## config.mk

```make
export PLATFORM = sky130hd
export DESIGN_NAME = script_language_classifier_unit_flat
export DESIGN_NICKNAME = d
export VERILOG_FILES = /design/src/rtl/slc_pkg.sv /design/src/rtl/slc_in_if.sv /design/src/rtl/slc_out_if.sv /design/src/rtl/slc_decide.sv /design/src/rtl/script_language_classifier_unit.sv /design/src/flat_wrapper.sv
export SDC_FILE = /design/constraint.sdc
export NUM_CORES = 1
export LEC_CHECK = 0
export BUFFER_PORTS_ARGS = -buffer_cell sky130_fd_sc_hd__buf_4
export CORE_UTILIZATION = 54
export DETAILED_ROUTE_END_ITERATION = 10
export PLACE_DENSITY = 0.81
export SYNTH_ARGS = -nofsm -noshare
export SYNTH_HDL_FRONTEND = slang
export SYNTH_HIERARCHICAL = 1
export SYNTH_SLANG_ARGS = --single-unit
```

## constraint.sdc

```tcl
create_clock -name clk -period 15.6 [get_ports clk]
set_input_delay 1.56 -clock clk [delete_from_list [all_inputs] [get_ports clk]]
set_output_delay 1.56 -clock clk [all_outputs]
set_load 0.01 [all_outputs]
```

## src/rtl/slc_pkg.sv

```systemverilog
`timescale 1ns / 1ps

package slc_pkg;

    // counter width of each character class
    localparam int COUNT_WIDTH = 16;

    // fixed field widths of the channels
    localparam int CODE_W      = 16;
    localparam int LANG_W      = 3;
    localparam int SCORE_OUT_W = 19;
    localparam int TOTAL_OUT_W = 18;

    // 4*kana + han needs three bits over a counter
    localparam int SCORE_W = COUNT_WIDTH + 3;
    // internal arithmetic width, never narrower than the output fields
    localparam int WIDE_W  = (SCORE_W > SCORE_OUT_W) ? SCORE_W : SCORE_OUT_W;

    typedef enum logic [LANG_W-1:0] {
        LANG_OTHERS = 3'd0,
        LANG_ZH     = 3'd1,
        LANG_JP     = 3'd2,
        LANG_KR     = 3'd3,
        LANG_EN     = 3'd4
    } lang_t;

    typedef struct packed {
        logic [COUNT_WIDTH-1:0] han;
        logic [COUNT_WIDTH-1:0] kana;
        logic [COUNT_WIDTH-1:0] hangul;
        logic [COUNT_WIDTH-1:0] ascii;
    } slc_counts_t;

    typedef struct packed {
        lang_t                  language;
        logic [SCORE_OUT_W-1:0] score;
        logic [TOTAL_OUT_W-1:0] total;
    } slc_verdict_t;

endpackage

```

## src/rtl/slc_in_if.sv

```systemverilog
`timescale 1ns / 1ps

interface slc_in_if import slc_pkg::*; ();
    logic              valid;
    logic              ready;
    logic [CODE_W-1:0] code_unit;
    logic              last_unit;

    modport source (output valid, output code_unit, output last_unit, input ready);
    modport sink   (input valid, input code_unit, input last_unit, output ready);
endinterface

```

## src/rtl/slc_out_if.sv

```systemverilog
`timescale 1ns / 1ps

interface slc_out_if import slc_pkg::*; ();
    logic                   valid;
    logic                   ready;
    logic [LANG_W-1:0]      language;
    logic [SCORE_OUT_W-1:0] winning_score_x2;
    logic [TOTAL_OUT_W-1:0] classified_count;

    modport source (output valid, output language, output winning_score_x2,
                    output classified_count, input ready);
    modport sink   (input valid, input language, input winning_score_x2,
                    input classified_count, output ready);
endinterface

```

## src/rtl/slc_decide.sv

```systemverilog
`timescale 1ns / 1ps

module slc_decide import slc_pkg::*;
(
    input  slc_counts_t  counts,
    output slc_verdict_t verdict
);

    logic [WIDE_W-1:0] han_w;
    logic [WIDE_W-1:0] kana_w;
    logic [WIDE_W-1:0] hangul_w;
    logic [WIDE_W-1:0] ascii_w;
    logic [WIDE_W-1:0] zh;
    logic [WIDE_W-1:0] jp;
    logic [WIDE_W-1:0] kr;
    logic [WIDE_W-1:0] en;
    logic [WIDE_W-1:0] total;
    logic [WIDE_W-1:0] score;
    lang_t             lang;

    assign han_w    = WIDE_W'(counts.han);
    assign kana_w   = WIDE_W'(counts.kana);
    assign hangul_w = WIDE_W'(counts.hangul);
    assign ascii_w  = WIDE_W'(counts.ascii);

    // doubled scores
    assign zh    = han_w << 1;
    assign jp    = (kana_w << 2) + han_w;
    assign kr    = hangul_w << 1;
    assign en    = ascii_w << 1;
    assign total = (han_w + kana_w) + (hangul_w + ascii_w);

    always_comb
    begin
        lang  = LANG_OTHERS;
        score = '0;
        if (total == '0)
        begin
            lang  = LANG_OTHERS;
            score = '0;
        end
        else if ((han_w != '0) && (kana_w != '0) && (jp >= zh))
        begin
            // mixed han and kana with the kana-weighted score level with or above han's
            lang  = LANG_JP;
            score = jp;
        end
        else if ((zh > jp) && (zh > en) && (zh > kr))
        begin
            lang  = LANG_ZH;
            score = zh;
        end
        else if ((jp > zh) && (jp > en) && (jp > kr))
        begin
            lang  = LANG_JP;
            score = jp;
        end
        else if ((en > jp) && (en > kr) && (en > zh))
        begin
            lang  = LANG_EN;
            score = en;
        end
        else if ((kr > zh) && (kr > en) && (kr > jp))
        begin
            lang  = LANG_KR;
            score = kr;
        end
    end

    assign verdict.language = lang;
    assign verdict.score    = score[SCORE_OUT_W-1:0];
    assign verdict.total    = total[TOTAL_OUT_W-1:0];

endmodule

```

## src/rtl/script_language_classifier_unit.sv

```systemverilog
`timescale 1ns / 1ps

// script language classifier
//
// text_in carries a line of text, one 16-bit utf-16 code unit per beat, with
// last_unit set on the final beat of the line. each unit is sorted into han,
// kana, hangul or ascii and bumps a saturating counter of its class; other
// units count nothing. lang_out carries one beat per line, sent after the
// last unit: the language code, the doubled score of the winner and the sum
// of the four counts. the counters clear when that beat is formed.
//
// throughput: one code unit per cycle, sustained, except that a last unit waits
// while an earlier result is still held; set by the single pass of classify,
// count and decide between the class register and the result reg. the last
// unit goes into the class register, then its verdict into the result register
// (two register stages).
// reset (rst_n low, asynchronous) empties both stages and clears counters.
// when lang_out stalls, the result stays held and the class stage keeps
// taking units; only a second last unit waits until the result is taken.
module script_language_classifier_unit import slc_pkg::*;
(
    input  logic      clk,
    input  logic      rst_n,
    slc_in_if.sink    text_in,
    slc_out_if.source lang_out
);

    typedef struct packed {
        logic han;
        logic kana;
        logic hangul;
        logic ascii;
    } slc_class_t;

    // class stage
    slc_class_t   cls_next;
    slc_class_t   cls_reg;
    logic         last_reg;
    logic         stage_valid_reg;
    logic         stage_valid_next;

    // counters
    slc_counts_t  counts_reg;
    slc_counts_t  counts_next;
    slc_counts_t  counts_bumped;

    // result stage
    slc_verdict_t verdict;
    slc_verdict_t result_reg;
    logic         out_valid_reg;
    logic         out_valid_next;

    logic         in_fire;
    logic         advance;
    logic         load_result;

    // sort the incoming unit into its class
    always_comb
    begin
        cls_next = '0;
        if ((text_in.code_unit >= 16'h4E00) && (text_in.code_unit <= 16'h9FFF))
        begin
            cls_next.han = 1'b1;
        end
        else if ((text_in.code_unit >= 16'h3040) && (text_in.code_unit <= 16'h30FF))
        begin
            // hiragana and katakana blocks are contiguous
            cls_next.kana = 1'b1;
        end
        else if ((text_in.code_unit >= 16'hAC00) && (text_in.code_unit <= 16'hD7AF))
        begin
            cls_next.hangul = 1'b1;
        end
        else if (text_in.code_unit <= 16'h007F)
        begin
            cls_next.ascii = 1'b1;
        end
    end

    // a non-last unit always moves on; a last unit needs a free result slot
    assign advance     = stage_valid_reg && (!last_reg || !out_valid_reg || lang_out.ready);
    assign load_result = advance && last_reg;
    assign text_in.ready = !stage_valid_reg || advance;
    assign in_fire     = text_in.valid && text_in.ready;

    assign stage_valid_next = in_fire ? 1'b1 : (advance ? 1'b0 : stage_valid_reg);

    always_ff @(posedge clk or negedge rst_n)
    begin
        if (!rst_n)
        begin
            stage_valid_reg <= 1'b0;
        end
        else
        begin
            stage_valid_reg <= stage_valid_next;
        end
    end

    always_ff @(posedge clk)
    begin
        if (in_fire)
        begin
            cls_reg  <= cls_next;
            last_reg <= text_in.last_unit;
        end
    end

    // saturating bump of the counter picked by the class
    always_comb
    begin
        counts_bumped = counts_reg;
        if (cls_reg.han && (counts_reg.han != '1))
        begin
            counts_bumped.han = counts_reg.han + 1'b1;
        end
        if (cls_reg.kana && (counts_reg.kana != '1))
        begin
            counts_bumped.kana = counts_reg.kana + 1'b1;
        end
        if (cls_reg.hangul && (counts_reg.hangul != '1))
        begin
            counts_bumped.hangul = counts_reg.hangul + 1'b1;
        end
        if (cls_reg.ascii && (counts_reg.ascii != '1))
        begin
            counts_bumped.ascii = counts_reg.ascii + 1'b1;
        end
    end

    // the last unit is counted before the decision, then the line starts over
    always_comb
    begin
        counts_next = counts_reg;
        if (advance)
        begin
            counts_next = last_reg ? '0 : counts_bumped;
        end
    end

    always_ff @(posedge clk or negedge rst_n)
    begin
        if (!rst_n)
        begin
            counts_reg <= '0;
        end
        else
        begin
            counts_reg <= counts_next;
        end
    end

    slc_decide u_decide (
        .counts  (counts_bumped),
        .verdict (verdict)
    );

    // result register
    assign out_valid_next = load_result ? 1'b1 : (lang_out.ready ? 1'b0 : out_valid_reg);

    always_ff @(posedge clk or negedge rst_n)
    begin
        if (!rst_n)
        begin
            out_valid_reg <= 1'b0;
        end
        else
        begin
            out_valid_reg <= out_valid_next;
        end
    end

    always_ff @(posedge clk)
    begin
        if (load_result)
        begin
            result_reg <= verdict;
        end
    end

    assign lang_out.valid            = out_valid_reg;
    assign lang_out.language         = result_reg.language;
    assign lang_out.winning_score_x2 = result_reg.score;
    assign lang_out.classified_count = result_reg.total;

    // a line end leaves all counters cleared
    a_clear_after_line: assert property (@(posedge clk) disable iff (!rst_n)
        load_result |=> (counts_reg == '0))
        else $error("counters not cleared after line end");

    // a unit bumps at most one class
    a_one_class: assert property (@(posedge clk) disable iff (!rst_n)
        stage_valid_reg |-> $onehot0(cls_reg))
        else $error("unit sorted into more than one class");

    // no undecided line carries a score
    a_others_no_score: assert property (@(posedge clk) disable iff (!rst_n)
        (out_valid_reg && (result_reg.language == LANG_OTHERS)) |->
        (result_reg.score == '0))
        else $error("score on a line with no language");

    // a held unit keeps its class and stays in the stage
    a_stage_hold: assert property (@(posedge clk) disable iff (!rst_n)
        (stage_valid_reg && !advance) |=> (stage_valid_reg && $stable(cls_reg)))
        else $error("class stage lost a waiting unit");

    // a pending result is never overwritten
    a_no_overwrite: assert property (@(posedge clk) disable iff (!rst_n)
        (out_valid_reg && !lang_out.ready) |-> !load_result)
        else $error("result overwritten while stalled");

endmodule
```

## src/flat_wrapper.sv

```systemverilog
// flat-port wrapper written by rule: the top's interface ports become plain ports
module script_language_classifier_unit_flat import slc_pkg::*;
  (clk, rst_n, text_in_valid, text_in_code_unit, text_in_last_unit, text_in_ready, lang_out_valid, lang_out_language, lang_out_winning_score_x2, lang_out_classified_count, lang_out_ready);
  slc_in_if text_in_i ();
  slc_out_if lang_out_i ();
  input  logic clk;
  input  logic rst_n;
  input wire logic [$bits(text_in_i.valid)-1:0] text_in_valid;
  input wire logic [$bits(text_in_i.code_unit)-1:0] text_in_code_unit;
  input wire logic [$bits(text_in_i.last_unit)-1:0] text_in_last_unit;
  output wire logic [$bits(text_in_i.ready)-1:0] text_in_ready;
  output wire logic [$bits(lang_out_i.valid)-1:0] lang_out_valid;
  output wire logic [$bits(lang_out_i.language)-1:0] lang_out_language;
  output wire logic [$bits(lang_out_i.winning_score_x2)-1:0] lang_out_winning_score_x2;
  output wire logic [$bits(lang_out_i.classified_count)-1:0] lang_out_classified_count;
  input wire logic [$bits(lang_out_i.ready)-1:0] lang_out_ready;
  assign text_in_i.valid = text_in_valid;
  assign text_in_i.code_unit = text_in_code_unit;
  assign text_in_i.last_unit = text_in_last_unit;
  assign text_in_ready = text_in_i.ready;
  assign lang_out_valid = lang_out_i.valid;
  assign lang_out_language = lang_out_i.language;
  assign lang_out_winning_score_x2 = lang_out_i.winning_score_x2;
  assign lang_out_classified_count = lang_out_i.classified_count;
  assign lang_out_i.ready = lang_out_ready;
  script_language_classifier_unit u_core (.clk(clk), .rst_n(rst_n), .text_in(text_in_i), .lang_out(lang_out_i));
endmodule
```

==> impl_metrics.yaml <==
drt:
  dr_total_vias: 10370
  drtIter0Drc: 1123
  final_antenna_net_count: 0
  via_per_inst: 6.761
  wl_per_cell_um: 21.63
  drc: 0
  first_pass_iters: 7
  routed_wl_um: 33180
sta:
  fmax_mhz: 137.4
  fin_tns_setup_ns: 0
  worst_pin_slew_ns: 1.246
  min_period_over_period_pct: 46.66
  min_period_ns: 7.279
  rsz0062_at_grt: "no"
  relSlewSlack_pct: 16.64
  skew_ns: 0.01266
  hold_violations: 0
  slew_viol_final: 0
  setup_viol: 0
  whs_ns: 0.5533
logic_synthesis:
  syn_nets: 1388
  synth_top_family_by_area: "compound AO/OA/AOI/OAI gates"
  yosys_register_bits: 111
  syn_inst: 1210
  synth_area_leaders: "dfrtp_1 15%, ha_1 14%, edfxtp_1 12%, fa_1 5.9%, xnor2_1 4.2%"
  synth_compound_area_share_pct: 22.99
  yosysMostFrequentCell: "ha_1"
  synth_top_area_cell: "dfrtp_1"
  syn_area_um2: 11160
  synth.area.mux_share_pct: 0.9865
  synth_cell_types: 84
  synth_edf_count: 45
  syn_avg_cell_area_um2: 9.224
  ys_seq_area_share_pct: 26.91
  yosys_warnings: 6
  yosys.area_share.simple_pct: 18.60
  synth-adder-area-share_pct: 19.82
  synth_flop_cell: "dfrtp_1"
  synthXorXnorAreaFrac_pct: 6.435
  synth_top_area_share_pct: 14.80
  async_flop_share_pct: 59.46
  synthTopCellsByCount: "124 x ha_1, 85 x nand2_1, 70 x inv_1"
worst_setup_path:
  worstSetupPathType: "reg2reg"
  cpPeakStageDelay_ns: 0.97
  crit_required_ns: 15.64
  crit_fanout: 13
  end_kind: "flip-flop"
  cp.arrival_ns: 7.32
  r2r_start: "u_core/counts_reg[0]"
  crit_chain: "ha_1 -> nand3_1 -> nor3_1 -> nand4_1 -> xnor2_1 -> fa_1 -> fa_1 -> ha_1 -> a21o_1 -> a21o_1 -> a21o_1 -> a21oi_1 -> o31ai_1 -> xor2_1 -> or3_1 -> o31ai_2 -> o32ai_1"
  start_kind: "flip-flop"
  r2r_end: "u_core/lang_out.winning_score_x2[14]"
  cp_common_cell: "a21o_1"
  cp_slowest_cell: "xnor2_1"
  r2r_setup_slack_ns: 8.32
  reg2reg_depth: 17
clocking:
  cts_max_level: 3
  clockBufferDepth: 2
  cts.repair.resized: 0
  clk_pin_slew_ns: 0.08
  cts_sinks: 111
  cts_buffers: 9
  cts_tree: "yes"
  cts-root-buf: "clkbuf_16"
  ctsHoldBuffers: 0
  clk_latency_ns: 0.37
  postCtsSetupBuffers: 0
flow_run:
  maxCapViolCount: 0
grt:
  gr-usage-all-layers_pct: 31.48
  antenna_found_initial: 0
  grt_max_degree: 67
  grt_pass1_wl_um: 52070
  grt_pass1_vias: 9719
  grt.overflow.total: 0
layout:
  final_area_um2: 12220
  multi_input_area_um2: 7692
  largest_register_ffs: 64
  fin_nets: 1437
  area_growth_pct: 9.484
  final_util_pct: 60.39
  drive_gt1_share_pct: 11.00
  antenna_cells: 0
  fillCellCount: 1717
  seq_area_um2: 3003
die:
  ios: 63
  die_x_um: 145.8
  core-area_um2: 20230
  initial_core_util_pct: 55.16
  die_area_um2: 21250
  rows: 52
  die_y_um: 145.8
placed_design:
  placed_area_um2: 11940
  globalplace.congestion: 0.9946
  place.port_buffers: 58
  dp_hpwl_um: 24900
run_status:
  status: "completed"
worst_hold_path:
  holdCritPathClass: "reg2reg"
  worstHoldEndpoint: "u_core/counts_reg[20]"
  hold_depth: 1
  hold_start: "u_core/counts_reg[20]"
power:
  powerDensity_nw_per_um2: 90.72
  p_leak_nw: 5.601
  peakVddDrop_v: 0.00006288
==> routing by layer <==
layer	vias to the layer above	wire length [um]	track usage, %
met4	0	1633	16.05
met5	-	0	0
li1	4729	-	-
met2	540	14970	49.33
met1	4982	13300	41.13
met3	120	3273	6.583
==> worst max-delay path: cells and delay by family, from the launching register on <==
kind | cells | cell delay, ns
AND/OR/NAND/NOR | 4 | 1.47
XOR/XNOR | 2 | 1.17
adder cells (fa/ha/maj) | 4 | 1.72
AO/OA/AOI/OAI | 7 | 2.13
flip-flops | 1 | 0.46
==> cell type report <==
type                            count  area share, %
Tap cell                          270          2.765
Sequential cell                   111          24.58
Timing Repair Buffer               85          5.222
Clock inverter                      5         0.3174
Clock buffer                       11          1.986
Multi-Input combinational cell    981          62.95
Inverter                           71          2.181
==> cells by family after synthesis <==
kind of cell | count (synthesis)
flip-flops | 111
XOR/XNOR | 82
multiplexers | 10
AO/OA/AOI/OAI | 357
AND/OR/NAND/NOR | 375
adder cells (fa/ha/maj) | 157
buffers and inverters | 118
==> through the flow <==
| stage | std cells | worst slack (ns) | total power, W |
|---|---|---|---|
| global route | 1534 | 7.868 | 0.001168 |
| finish | 1534 | 8.321 | 0.001109 |
| detailed placement | 1518 | 8.476 | 0.0008652 |
| floorplan | 1210 | 9.740 | 0.0007173 |
| global placement | 1518 | 8.518 | 0.0008526 |
| CTS | 1534 | 8.433 | 0.001099 |
==> worst max-delay path by stage <==
stage,startpoint,to,depth (start not counted)
after floorplan,u_core/counts_reg[16],u_core/lang_out.winning_score_x2[10],21
after global placement,u_core/counts_reg[0],u_core/lang_out.winning_score_x2[13],20
after detailed placement,u_core/counts_reg[0],u_core/lang_out.winning_score_x2[5],20
after CTS,u_core/counts_reg[0],u_core/lang_out.winning_score_x2[13],20
after global routing,u_core/counts_reg[0],u_core/lang_out.winning_score_x2[14],20
final,u_core/counts_reg[0],u_core/lang_out.winning_score_x2[14],17
==> where the power goes <==
group	internal (W)	switching [W]	leakage (nW)	total, W
combinational	0.000197	0.000319	4.12	0.000516
clock	0.000115	0.000115	0.142	0.000230
sequential	0.000341	0.0000213	1.34	0.000362
total	0.000653	0.000455	5.60	0.00111
==> layout by cell type, fill, tap and decap left out, drive strengths merged, types with 11 or more instances in the layout <==
cell type / Yosys / final
fa: 33 / 33
o211ai: 14 / 14
a31oi: 21 / 21
xor2: 29 / 29
and3: 18 / 18
nor4: 20 / 20
o32ai: 16 / 16
a21oi: 56 / 56
nor2: 43 / 43
nand2: 85 / 85
dfrtp: 66 / 66
buf: 14 / 85
xnor2: 53 / 53
and4: 15 / 15
nor2b: 15 / 15
and2: 15 / 15
a21o: 47 / 47
nor3: 28 / 28
o31ai: 24 / 24
a222oi: 12 / 12
clkbuf: 33 / 11
nand3: 46 / 46
inv: 71 / 74
o21ai: 75 / 75
nand4: 48 / 48
a211oi: 11 / 11
edfxtp: 45 / 45
ha: 124 / 124
(Power assumes the default switching activity.)
